## src/rtl/gnw_pkg.sv

```systemverilog
// Shared types, clip codes and digit helpers for the German number-to-words block.
package gnw_pkg;

  localparam int VALUE_W   = 20;
  localparam int CODE_W    = 5;
  localparam int MAX_WORDS = 13;
  localparam int CNT_W     = 4;
  localparam int GRP_WORDS = 7;
  localparam int GRP_CNT_W = 3;

  // floor(v / 1000) = (v * RECIP_1000) >> RECIP_SHIFT for any 20-bit v
  localparam int RECIP_SHIFT = 30;
  localparam logic [20:0] RECIP_1000 = 21'd1073742;

  localparam logic [CODE_W-1:0] W_NULL    = 5'd1;
  localparam logic [CODE_W-1:0] W_ONE     = 5'd2;
  localparam logic [CODE_W-1:0] W_EIN     = 5'd11;
  localparam logic [CODE_W-1:0] W_ELF     = 5'd12;
  localparam logic [CODE_W-1:0] W_HUNDERT = 5'd13;
  localparam logic [CODE_W-1:0] W_SECH    = 5'd14;
  localparam logic [CODE_W-1:0] W_SIEB    = 5'd15;
  localparam logic [CODE_W-1:0] W_TAUSEND = 5'd16;
  localparam logic [CODE_W-1:0] W_UND     = 5'd17;
  localparam logic [CODE_W-1:0] W_ZEHN    = 5'd18;
  localparam logic [CODE_W-1:0] W_ZIG     = 5'd19;
  localparam logic [CODE_W-1:0] W_ZWAN    = 5'd20;
  localparam logic [CODE_W-1:0] W_ZWOELF  = 5'd21;

  typedef struct packed {
    logic [3:0] d5;
    logic [3:0] d4;
    logic [3:0] d3;
    logic [3:0] d2;
    logic [3:0] d1;
    logic [3:0] d0;
  } digits_t;

  typedef struct packed {
    logic [GRP_WORDS-1:0][CODE_W-1:0] codes;
    logic [GRP_CNT_W-1:0]             cnt;
  } grp_t;

  typedef logic [MAX_WORDS-1:0][CODE_W-1:0] wlist_t;

  function automatic logic [CODE_W-1:0] digit_clip(logic [3:0] d);
    return CODE_W'(d) + 5'd1;
  endfunction

  function automatic logic [CODE_W-1:0] prefix_clip(logic [3:0] d);
    logic [CODE_W-1:0] c;
    case (d)
      4'd2:    c = W_ZWAN;
      4'd6:    c = W_SECH;
      4'd7:    c = W_SIEB;
      default: c = digit_clip(d);
    endcase
    return c;
  endfunction

  function automatic logic [CODE_W-1:0] ein_clip(logic [3:0] d);
    return (d == 4'd1) ? W_EIN : digit_clip(d);
  endfunction

  // x < 1000
  function automatic logic [3:0] div100(logic [9:0] x);
    logic [3:0] h;
    h = 4'd0;
    for (int k = 1; k <= 9; k++) begin
      if (x >= 10'(k * 100)) h = h + 4'd1;
    end
    return h;
  endfunction

  // r < 100
  function automatic logic [3:0] div10(logic [6:0] r);
    logic [3:0] t;
    t = 4'd0;
    for (int k = 1; k <= 9; k++) begin
      if (r >= 7'(k * 10)) t = t + 4'd1;
    end
    return t;
  endfunction

  // one three-digit group, optionally closed by tausend when nonzero
  function automatic grp_t put_group(logic [3:0] h, logic [3:0] t, logic [3:0] o,
                                     logic [CODE_W-1:0] lone_one, logic add_tausend);
    grp_t g;
    logic [GRP_CNT_W-1:0] n;
    g = '0;
    n = '0;
    if (h != 4'd0) begin
      g.codes[n] = ein_clip(h);
      n = n + 3'd1;
      g.codes[n] = W_HUNDERT;
      n = n + 3'd1;
    end
    if (t == 4'd1) begin
      if (o == 4'd0) begin
        g.codes[n] = W_ZEHN;
        n = n + 3'd1;
      end else if (o == 4'd1) begin
        g.codes[n] = W_ELF;
        n = n + 3'd1;
      end else if (o == 4'd2) begin
        g.codes[n] = W_ZWOELF;
        n = n + 3'd1;
      end else begin
        g.codes[n] = prefix_clip(o);
        n = n + 3'd1;
        g.codes[n] = W_ZEHN;
        n = n + 3'd1;
      end
    end else if (t > 4'd1) begin
      if (o != 4'd0) begin
        g.codes[n] = ein_clip(o);
        n = n + 3'd1;
        g.codes[n] = W_UND;
        n = n + 3'd1;
      end
      g.codes[n] = prefix_clip(t);
      n = n + 3'd1;
      g.codes[n] = W_ZIG;
      n = n + 3'd1;
    end else if (o != 4'd0) begin
      g.codes[n] = (o == 4'd1) ? lone_one : digit_clip(o);
      n = n + 3'd1;
    end
    if (add_tausend && (h != 4'd0 || t != 4'd0 || o != 4'd0)) begin
      g.codes[n] = W_TAUSEND;
      n = n + 3'd1;
    end
    g.cnt = n;
    return g;
  endfunction

endpackage

```

## src/rtl/gnw_digits.sv

```systemverilog
// Four-stage decimal digit splitter: 20-bit value to six decimal digits.
module gnw_digits
  import gnw_pkg::*;
(
  input  logic               clk,
  input  logic               rst,
  input  logic               in_valid,
  output logic               in_ready,
  input  logic [VALUE_W-1:0] in_value,
  output logic               out_valid,
  input  logic               out_ready,
  output digits_t            out_digits
);

  localparam int PROD1_W = VALUE_W + 21;

  logic v1, v2, v3, v4;
  logic en1, en2, en3, en4;

  logic [VALUE_W-1:0] val1;
  logic [10:0]        quo1;
  logic [9:0]         lo2, hi2;
  logic [3:0]         hl3, hh3;
  logic [6:0]         rl3, rh3;
  digits_t            dig4;

  logic [PROD1_W-1:0] prod1;
  logic [20:0]        prod2, lo_full;
  logic [10:0]        hi_full;
  logic [3:0]         hl_c, hh_c, tl_c, th_c;

  assign en4 = !v4 || out_ready;
  assign en3 = !v3 || en4;
  assign en2 = !v2 || en3;
  assign en1 = !v1 || en2;
  assign in_ready = en1;

  assign prod1   = PROD1_W'(in_value) * PROD1_W'(RECIP_1000);
  assign prod2   = 21'(quo1) * 21'd1000;
  assign lo_full = 21'(val1) - prod2;
  assign hi_full = (quo1 >= 11'd1000) ? (quo1 - 11'd1000) : quo1;
  assign hl_c    = div100(lo2);
  assign hh_c    = div100(hi2);
  assign tl_c    = div10(rl3);
  assign th_c    = div10(rh3);

  always_ff @(posedge clk) begin
    if (rst) begin
      v1 <= 1'b0;
      v2 <= 1'b0;
      v3 <= 1'b0;
      v4 <= 1'b0;
    end else begin
      if (en1) v1 <= in_valid;
      if (en2) v2 <= v1;
      if (en3) v3 <= v2;
      if (en4) v4 <= v3;
    end
  end

  always_ff @(posedge clk) begin
    if (en1) begin
      val1 <= in_value;
      quo1 <= prod1[RECIP_SHIFT +: 11];
    end
    if (en2) begin
      lo2 <= lo_full[9:0];
      hi2 <= hi_full[9:0];
    end
    if (en3) begin
      hl3 <= hl_c;
      hh3 <= hh_c;
      rl3 <= 7'(10'(lo2) - 10'(hl_c) * 10'd100);
      rh3 <= 7'(10'(hi2) - 10'(hh_c) * 10'd100);
    end
    if (en4) begin
      dig4.d5 <= hh3;
      dig4.d4 <= th_c;
      dig4.d3 <= 4'(rh3 - 7'(th_c) * 7'd10);
      dig4.d2 <= hl3;
      dig4.d1 <= tl_c;
      dig4.d0 <= 4'(rl3 - 7'(tl_c) * 7'd10);
    end
  end

  assign out_valid  = v4;
  assign out_digits = dig4;

`ifndef SYNTHESIS
  a_digits_decimal: assert property (@(posedge clk) disable iff (rst)
    out_valid |-> (out_digits.d5 <= 4'd9 && out_digits.d4 <= 4'd9 && out_digits.d3 <= 4'd9 &&
                   out_digits.d2 <= 4'd9 && out_digits.d1 <= 4'd9 && out_digits.d0 <= 4'd9))
    else $error("digit out of decimal range");
`endif

endmodule

```

## src/rtl/gnw_words.sv

```systemverilog
// Two-stage word builder: six digits to a packed list of clip codes and a count.
module gnw_words
  import gnw_pkg::*;
(
  input  logic             clk,
  input  logic             rst,
  input  logic             in_valid,
  output logic             in_ready,
  input  digits_t          in_digits,
  output logic             out_valid,
  input  logic             out_ready,
  output wlist_t           out_list,
  output logic [CNT_W-1:0] out_cnt
);

  logic v1, v2, en1, en2;
  grp_t   gt1, gu1;
  wlist_t list2, list_c;
  logic [CNT_W-1:0] cnt2, cnt_c;

  assign en2 = !v2 || out_ready;
  assign en1 = !v1 || en2;
  assign in_ready = en1;

  // thousands group first, units group packed right after it
  always_comb begin
    logic [CNT_W-1:0] j;
    list_c = '0;
    for (int i = 0; i < MAX_WORDS; i++) begin
      j = CNT_W'(i) - CNT_W'(gt1.cnt);
      if (CNT_W'(i) < CNT_W'(gt1.cnt)) begin
        list_c[i] = gt1.codes[i % GRP_WORDS];
      end else if (j < CNT_W'(GRP_WORDS)) begin
        list_c[i] = gu1.codes[j[GRP_CNT_W-1:0]];
      end
    end
    cnt_c = CNT_W'(gt1.cnt) + CNT_W'(gu1.cnt);
    if (cnt_c == '0) begin
      list_c[0] = W_NULL;
      cnt_c     = CNT_W'(1);
    end
  end

  always_ff @(posedge clk) begin
    if (rst) begin
      v1 <= 1'b0;
      v2 <= 1'b0;
    end else begin
      if (en1) v1 <= in_valid;
      if (en2) v2 <= v1;
    end
  end

  always_ff @(posedge clk) begin
    if (en1) begin
      gt1 <= put_group(in_digits.d5, in_digits.d4, in_digits.d3, W_EIN, 1'b1);
      gu1 <= put_group(in_digits.d2, in_digits.d1, in_digits.d0, W_ONE, 1'b0);
    end
    if (en2) begin
      list2 <= list_c;
      cnt2  <= cnt_c;
    end
  end

  assign out_valid = v2;
  assign out_list  = list2;
  assign out_cnt   = cnt2;

`ifndef SYNTHESIS
  a_cnt_range: assert property (@(posedge clk) disable iff (rst)
    out_valid |-> (out_cnt != '0 && out_cnt <= CNT_W'(MAX_WORDS)))
    else $error("word count out of range");
`endif

endmodule

```

## src/rtl/gnw_serial.sv

```systemverilog
// Output shifter: emits one clip code per cycle while out_ready is high, from a loaded word list.
module gnw_serial
  import gnw_pkg::*;
(
  input  logic              clk,
  input  logic              rst,
  input  logic              in_valid,
  output logic              in_ready,
  input  wlist_t            in_list,
  input  logic [CNT_W-1:0]  in_cnt,
  output logic              out_valid,
  input  logic              out_ready,
  output logic [CODE_W-1:0] out_code,
  output logic              out_last
);

  wlist_t           list;
  logic [CNT_W-1:0] rem;
  logic             pop, load;

  assign out_valid = (rem != '0);
  assign pop       = out_valid && out_ready;
  assign in_ready  = (rem == '0) || (rem == CNT_W'(1) && pop);
  assign load      = in_valid && in_ready;

  always_ff @(posedge clk) begin
    if (rst) begin
      rem <= '0;
    end else if (load) begin
      rem <= in_cnt;
    end else if (pop) begin
      rem <= rem - CNT_W'(1);
    end
  end

  always_ff @(posedge clk) begin
    if (load) begin
      list <= in_list;
    end else if (pop) begin
      list <= {{CODE_W{1'b0}}, list[MAX_WORDS-1:1]};
    end
  end

  assign out_code = list[0];
  assign out_last = (rem == CNT_W'(1));

`ifndef SYNTHESIS
  a_code_range: assert property (@(posedge clk) disable iff (rst)
    out_valid |-> (out_code != 5'd0 && out_code <= W_ZWOELF))
    else $error("clip code out of range");
  a_run_continues: assert property (@(posedge clk) disable iff (rst)
    (pop && !out_last) |=> out_valid)
    else $error("word run broken before last word");
  a_load_shows: assert property (@(posedge clk) disable iff (rst)
    load |=> (out_valid && rem == $past(in_cnt)))
    else $error("loaded list not presented");
`endif

endmodule

```

## src/rtl/german_number_to_word_tokens.sv

```systemverilog
// Top level: number to German word-clip code stream.
//
//  channel | dir | tdata fields (low bit up)   | tlast
//  s_      | in  | value[19:0], pad to 24 bits | -
//  m_      | out | word_code[4:0], pad to 8    | last_word
//
// Seven register stages: four for digit split, two for word list build, one output shifter.
// The first word is valid once an accepted item has passed the digit, word and shifter registers;
// a number yields 1 to 13 words, one per cycle while m_tready is high.
// The output shifter takes the next list in the cycle its last word leaves.
// rst (synchronous) clears all valid bits; a low m_tready holds the shifter's current word in place,
// while earlier stages still advance into empty stages and hold only behind a full one.
module german_number_to_word_tokens
  import gnw_pkg::*;
(
  input  logic        clk,
  input  logic        rst,
  input  logic        s_tvalid,
  output logic        s_tready,
  input  logic [23:0] s_tdata,   // [19:0] value
  output logic        m_tvalid,
  input  logic        m_tready,
  output logic [7:0]  m_tdata,   // [4:0] word_code
  output logic        m_tlast
);

  logic             dig_valid, dig_ready;
  digits_t          dig;
  logic             wl_valid, wl_ready;
  wlist_t           wl_list;
  logic [CNT_W-1:0] wl_cnt;
  logic [CODE_W-1:0] code;

  gnw_digits u_digits (
    .clk        (clk),
    .rst        (rst),
    .in_valid   (s_tvalid),
    .in_ready   (s_tready),
    .in_value   (s_tdata[VALUE_W-1:0]),
    .out_valid  (dig_valid),
    .out_ready  (dig_ready),
    .out_digits (dig)
  );

  gnw_words u_words (
    .clk       (clk),
    .rst       (rst),
    .in_valid  (dig_valid),
    .in_ready  (dig_ready),
    .in_digits (dig),
    .out_valid (wl_valid),
    .out_ready (wl_ready),
    .out_list  (wl_list),
    .out_cnt   (wl_cnt)
  );

  gnw_serial u_serial (
    .clk       (clk),
    .rst       (rst),
    .in_valid  (wl_valid),
    .in_ready  (wl_ready),
    .in_list   (wl_list),
    .in_cnt    (wl_cnt),
    .out_valid (m_tvalid),
    .out_ready (m_tready),
    .out_code  (code),
    .out_last  (m_tlast)
  );

  assign m_tdata = {3'b000, code};

endmodule

```

## config.mk

```make
export PLATFORM = sky130hd
export DESIGN_NAME = german_number_to_word_tokens
export DESIGN_NICKNAME = d
export VERILOG_FILES = /design/src/rtl/gnw_pkg.sv /design/src/rtl/gnw_digits.sv /design/src/rtl/gnw_words.sv /design/src/rtl/gnw_serial.sv /design/src/rtl/german_number_to_word_tokens.sv
export SDC_FILE = /design/constraint.sdc
export NUM_CORES = 1
export LEC_CHECK = 0
export ABC_AREA = 1
export BUFFER_PORTS_ARGS = -buffer_cell sky130_fd_sc_hd__clkbuf_2
export CORE_ASPECT_RATIO = 1.1
export CORE_MARGIN = 2
export CORE_UTILIZATION = 50
export CTS_CLUSTER_DIAMETER = 100
export DETAILED_ROUTE_END_ITERATION = 16
export PLACE_DENSITY = 0.64
export SETUP_SLACK_MARGIN = 0.15
export SYNTH_ARGS = -nofsm -noshare
export SYNTH_HDL_FRONTEND = slang
export SYNTH_SLANG_ARGS = --single-unit
```

## constraint.sdc

```tcl
create_clock -name clk -period 30.3 [get_ports clk]
set_input_delay 9.09 -clock clk [delete_from_list [all_inputs] [get_ports clk]]
set_output_delay 9.09 -clock clk [all_outputs]
set_load 0.01 [all_outputs]
```

==> reports/results.txt, run 1 <==
Fillers -> 4,471
Top cell by count, worst path -> nor2_1
Sink Count -> 293
Global Route Usage Sum -> 22.1%
Vias in the first global route -> 18,521
Area leader, netlist -> edfxtp_1
IO Count -> 39
CTS Buf Count -> 29
Crit path launch type -> input pin
Crit path arrival time -> 13.80 ns
Highest Clock Rate -> 43.7 MHz
Max FO, Critical Path -> 71
Final setup fails -> 0
Worst-case clock buffer depth -> 3
Hold Violations, Final -> 0
Most common cell in the netlist -> nand2_1
Slew Viols, Final -> 0
Post-synth top area share -> 35.0%
Slew HR -> 30.4%
Final RePlAce weighted congestion -> 0.928
CP bufs+invs -> 8
Top FF cell, synth -> edfxtp_1
Critical path class -> in -> out
Rows -> 84
Post-CTS Setup Inserts -> 0
Post-synthesis register bit count -> 293
Dominant cells by area after synthesis -> edfxtp_1, ha_1, nand2_1
Initial antenna violation count -> 0
Worst Max-Slew Pin Slew -> 1.04 ns
Via count -> 18,906
Distinct cells, synth -> 59
Die Area -> 0.0504 mm2
Mapped Cells -> 2,947
Routed Wire Length -> 56,000 um
Critical Path Max Stage Delay -> 0.78 ns
Delay-heaviest family, CP -> buffers and inverters
Area grow syn2layout -> 6.84%
CTS tree -> built
Slowest CP cell -> inv_1
Global-route wire length before repair -> 90,900 um
Number of DRC markers in iteration 0 -> 959
DIE HEIGHT -> 235 um
Period utilization -> 75.5%
Max_cap viols -> 0
WL/cell -> 15.4 um
Fraction of registers with async set/reset -> 0%
Critical-path cell list -> clkbuf_2 -> nand2_1 -> nand2_1 -> nor2_1 -> inv_2 -> buf_4 -> nor2_1 -> inv_2 -> buf_4 -> nor2_1 -> inv_1 -> nor2_1 -> inv_1 -> nor2_1 -> nand2_1 -> clkbuf_2
Seq. cell area -> 0.00870 mm2
Dpl cell area -> 0.0252 mm2
Worst r2r path cells -> 31
Final ANT Viol Nets -> 0
Hold buffers post-CTS -> 0
Hold/Removal Path Class -> reg -> reg
Worst endpoint required time -> 21.21 ns
Htree depth -> 1
RSZ-0062 raised after global routing -> no
CTS root buffer -> clkbuf_16
CTS resizes -> 0
Final setup TNS -> 0 ns
Synth Cell Area -> 0.0243 mm2
Grt total ovfl -> 0
Synth top cells by count -> nand2_1, inv_1, ha_1
Vias/cell -> 5.20
Starting Density -> 50.7%
Avg Cell Area, Syn -> 8.25 um2
Final HPWL DP -> 45,000 um
Post-route DRC -> 0
DRT Pass-1 Iters -> 5
Die X -> 214 um
Synth warn -> 0
Clock Skew -> 0.0135 ns
Post-synth EDFFs -> 283
Largest net degree at the start of global routing -> 72
Sequential-to-total area share from yosys stat -> 35.8%
Port Buffers -> 31
Worst skew pair latency -> 0.56 ns
Area of the multi-input gates -> 0.0133 mm2
Finished Cell Area -> 0.0260 mm2
Outcome -> finished, final reports clean
Final-stage net count -> 3,384
Clock-pin slew on the worst setup and hold paths -> 0.06 ns
Inserted Diodes -> 0
Core area -> 0.0479 mm2
Layout cells sized above 1 -> 5.25%
Crit path depth -> 16
Hold Crit Depth -> 0
Min Tclk post-route -> 22.89 ns
CP Capture Type -> output port
worst register-to-register path, delay by kind of cell, from the launching register on:
kind	cells	cell delay [ns]
fa+ha+maj	8	2.47
simple gates	12	1.57
compound gates	5	0.97
flops	1	0.49
buf+inv	5	0.30
xor+xnor	1	0.18
metrics by stage:
step | utilization [%] | hold WS [ns] | cells | setup slack, ns
after floorplan | - | 0.400 | 2949 | 7.26
after global placement | 52.5 | 0.403 | 3590 | 7.25
after detailed placement | 52.5 | 0.405 | 3590 | 7.19
after CTS | 54.2 | 0.418 | 3638 | 7.18
after global routing | 54.2 | 0.424 | 3638 | 6.75
final | 54.2 | 0.417 | 3638 | 7.41
path summary, 6_finish.rpt:
check	startpoint	end	slack [ns]
worst min register to register	u_digits.hi2[1]	u_digits.rh3[1]	0.42
worst min-delay path	u_digits.hi2[1]	u_digits.rh3[1]	0.42
worst max-delay path	m_tready	s_tready	7.41
worst max register to register	u_digits.rh3[6]	u_digits.out_digits[15]	24.11
cell families (layout without fill, tap and decap cells):
kind of cell	Yosys count	count (layout)	share of synthesized area (%)
flops	293	293	35.8
simple gates	1223	1223	20.9
other cells	1	3	0.0154
mux	2	2	0.0824
buf+inv	609	653	9.54
fa+ha+maj	380	380	22.5
compound gates	386	386	9.23
xor+xnor	53	53	1.94
state kept, by name, summed over array words and instances (netlist names), 4 cells and up:
name,flops
u_words.out_cnt,4
u_serial.out_code,5
u_digits.hh3,4
u_digits.out_digits,24
u_serial.list,60
u_digits.hl3,4
u_words.out_list,65
u_digits.lo2,10
u_digits.val1,10
u_digits.rl3,7
u_words.gu1,30
u_digits.rh3,7
u_words.gt1,32
u_serial.rem,4
u_digits.hi2,10
u_digits.quo1,11
per-layer routing:
layer	vias up	track usage, %	routed length (um)	part of all wire (%)
met5	-	0	0	0
met3	115	1.80	2010	3.6
met2	407	41.2	28500	51
met1	8744	26.2	23400	42
met4	0	8.54	2150	3.8
li1	9640	-	-	-
final cells by class:
type | instances | area share [%]
clock buffers | 34 | 2.87
clock inverters | 14 | 0.260
inverters | 565 | 8.17
multi-input cells | 2047 | 51.2
flip-flops and latches | 293 | 33.5
well taps | 645 | 3.11
repair buffers | 40 | 0.858
cell usage in the layout (no fill, tap or decap), drive strengths merged, types with 3 or more instances in the layout:
cell and count:
nand2 805, inv 559, ha 286, edfxtp 283
nor2 204, o21ai 171, nand3 144, a21oi 102
fa 94, clkbuf 65, xor2 36, o211ai 21
a31oi 21, clkinv 19, nor3 17, xnor2 17
nand4 16, nand3b 15, o22ai 14, or2 13
a211oi 11, o31ai 10, dfxtp 10, buf 9
a21o 7, o221ai 5, nor4 5, o21a 4
o21bai 4, a32o 4, conb 3
Power of run 1 is not shown: default switching activity piles up to over one toggle a cycle in this logic, so the estimate is an artifact.
==> run 2: changes to the inputs <==
clock period = 21.2 ns   (was 30.3 ns; I/O delays follow)
==> run 2 against run 1 <==
Effect of this change: wire length grew 1.5%; flip-flop and latch count did not move; first-iteration DRC count down 2.1%.
==> reports/results.txt, run 2 (synthesis gave the netlist of run 1 again) <==
Rows -> 84 (unchanged)
Critical-path cell list -> clkbuf_2 -> nand2_1 -> nand2_1 -> nor2_1 -> inv_2 -> buf_4 -> nor2_1 -> inv_2 -> buf_4 -> nor2_1 -> inv_1 -> nor2_1 -> inv_1 -> nor2_1 -> nand2_1 -> clkbuf_2 (unchanged)
Final Util -> 54.5% (was 54.2%)
Hold/Removal Path Class -> reg -> reg (unchanged)
Area grow syn2layout -> 7.52% (was 6.84%)
Period utilization -> 82.3%
Worst-case clock buffer depth -> 3 (unchanged)
Htree depth -> 1 (unchanged)
Commonest non-fill, non-tap cell in the layout -> nand2_1 (unchanged)
Final HPWL DP -> 45,800 um (was 45,000 um)
IO Count -> 39 (unchanged)
Vias/cell -> 5.18 (was 5.20)
Top cell by count, worst path -> nor2_1 (unchanged)
Slowest CP cell -> nand2_1 (was inv_1)
Initial antenna violation count -> 1 (was 0)
Port Buffers -> 31 (unchanged)
CTS Buf Count -> 28 (was 29)
Max FO, Critical Path -> 71 (unchanged)
Outcome -> finished, final reports clean (unchanged)
Global-route wire length before repair -> 92,300 um (was 90,900 um)
DIE HEIGHT -> 235 um (unchanged)
Crit path launch type -> input pin (unchanged)
CTS root buffer -> clkbuf_16 (unchanged)
Grt total ovfl -> 0 (unchanged)
CP Capture Type -> output port (unchanged)
Final RePlAce weighted congestion -> 0.928 (unchanged)
Starting Density -> 50.7% (unchanged)
Final ANT Viol Nets -> 0 (unchanged)
Min Tclk post-route -> 17.44 ns
Critical Path Max Stage Delay -> 0.82 ns (was 0.78 ns)
Max_cap viols -> 0 (unchanged)
Via count -> 18,863 (was 18,906)
Layout cells sized above 1 -> 5.41% (was 5.25%)
Clock Skew -> 0.0239 ns (was 0.0135 ns)
Highest Clock Rate -> 57.3 MHz
Largest net degree at the start of global routing -> 72 (unchanged)
Slew HR -> 29.9% (was 30.4%)
Hold Violations, Final -> 0 (unchanged)
Final setup fails -> 0 (unchanged)
Global Route Usage Sum -> 22.4% (was 22.1%)
Final setup TNS -> 0 ns (unchanged)
RSZ-0062 raised after global routing -> no (unchanged)
Critical path class -> in -> out (unchanged)
Worst Max-Slew Pin Slew -> 1.05 ns (was 1.04 ns)
Routed Wire Length -> 56,900 um (was 56,000 um)
Vias in the first global route -> 18,704 (was 18,521)
Hold Crit Depth -> 0 (unchanged)
Die Area -> 0.0504 mm2 (unchanged)
Most frequent cells in the layout -> nand2_1, inv_1, ha_1 (unchanged)
CTS tree -> built (unchanged)
Hold buffers post-CTS -> 0 (unchanged)
Number of DRC markers in iteration 0 -> 939 (was 959)
Crit path arrival time -> 11.08 ns (was 13.80 ns)
CTS resizes -> 0 (unchanged)
DRT Pass-1 Iters -> 5 (unchanged)
Worst endpoint required time -> 14.84 ns (was 21.21 ns)
Worst skew pair latency -> 0.57 ns (was 0.56 ns)
Worst r2r path cells -> 31 (unchanged)
Post-route DRC -> 0 (unchanged)
Core area -> 0.0479 mm2 (unchanged)
Die X -> 214 um (unchanged)
Post-CTS Setup Inserts -> 0 (unchanged)
Final-stage net count -> 3,383 (was 3,384)
Slew Viols, Final -> 0 (unchanged)
Sink Count -> 293 (unchanged)
Clock-pin slew on the worst setup and hold paths -> 0.06 ns (about the same)
WL/cell -> 15.6 um (was 15.4 um)
Max reg flops -> 65 (unchanged)
[run 2: cell type report]
class	instances	area [um2]
clock buffers	37	786
repair buffers	40	223
fillers	4434	21800
diodes	1	2.50
inverters	565	2120
flip-flops and latches	293	8700
well taps	645	807
multi-input cells	2047	13300
clock inverters	15	190
[run 2: path summary, 6_finish.rpt]
| check | start | end | slack, ns |
|---|---|---|---|
| max | m_tready | s_tready | 3.76 |
| min reg2reg | u_digits.val1[2] | u_digits.lo2[2] | 0.41 |
| min | u_digits.val1[2] | u_digits.lo2[2] | 0.41 |
| max reg2reg | u_digits.rh3[6] | u_digits.out_digits[15] | 14.86 |
[run 2: critical path, delay by kind of cell]
family | cells | cell delay (ns)
simple gates | 8 | 1.45
buf+inv | 8 | 3.24
[run 2: per-layer routing]
metal	vias to the layer above	part of all wire (%)	track usage [%]	wire length (um)
met5	-	0	0	0
met1	8771	42	26.4	23600
li1	9630	-	-	-
met2	357	52	42.4	29500
met3	105	3.0	1.58	1730
met4	0	3.6	8.48	2030
[run 2: per-stage QoR]
stage	cells	cell area, um2	hold WS [ns]	setup WS (ns)
after detailed placement	3590	25200	0.405	3.54
after global routing	3642	26100	0.412	3.18
after floorplan	2949	24300	0.400	3.62
after CTS	3642	26100	0.409	3.53
final	3643	26100	0.415	3.76
after global placement	3590	25200	0.404	3.67
Power of run 2 is left out for the same reason.
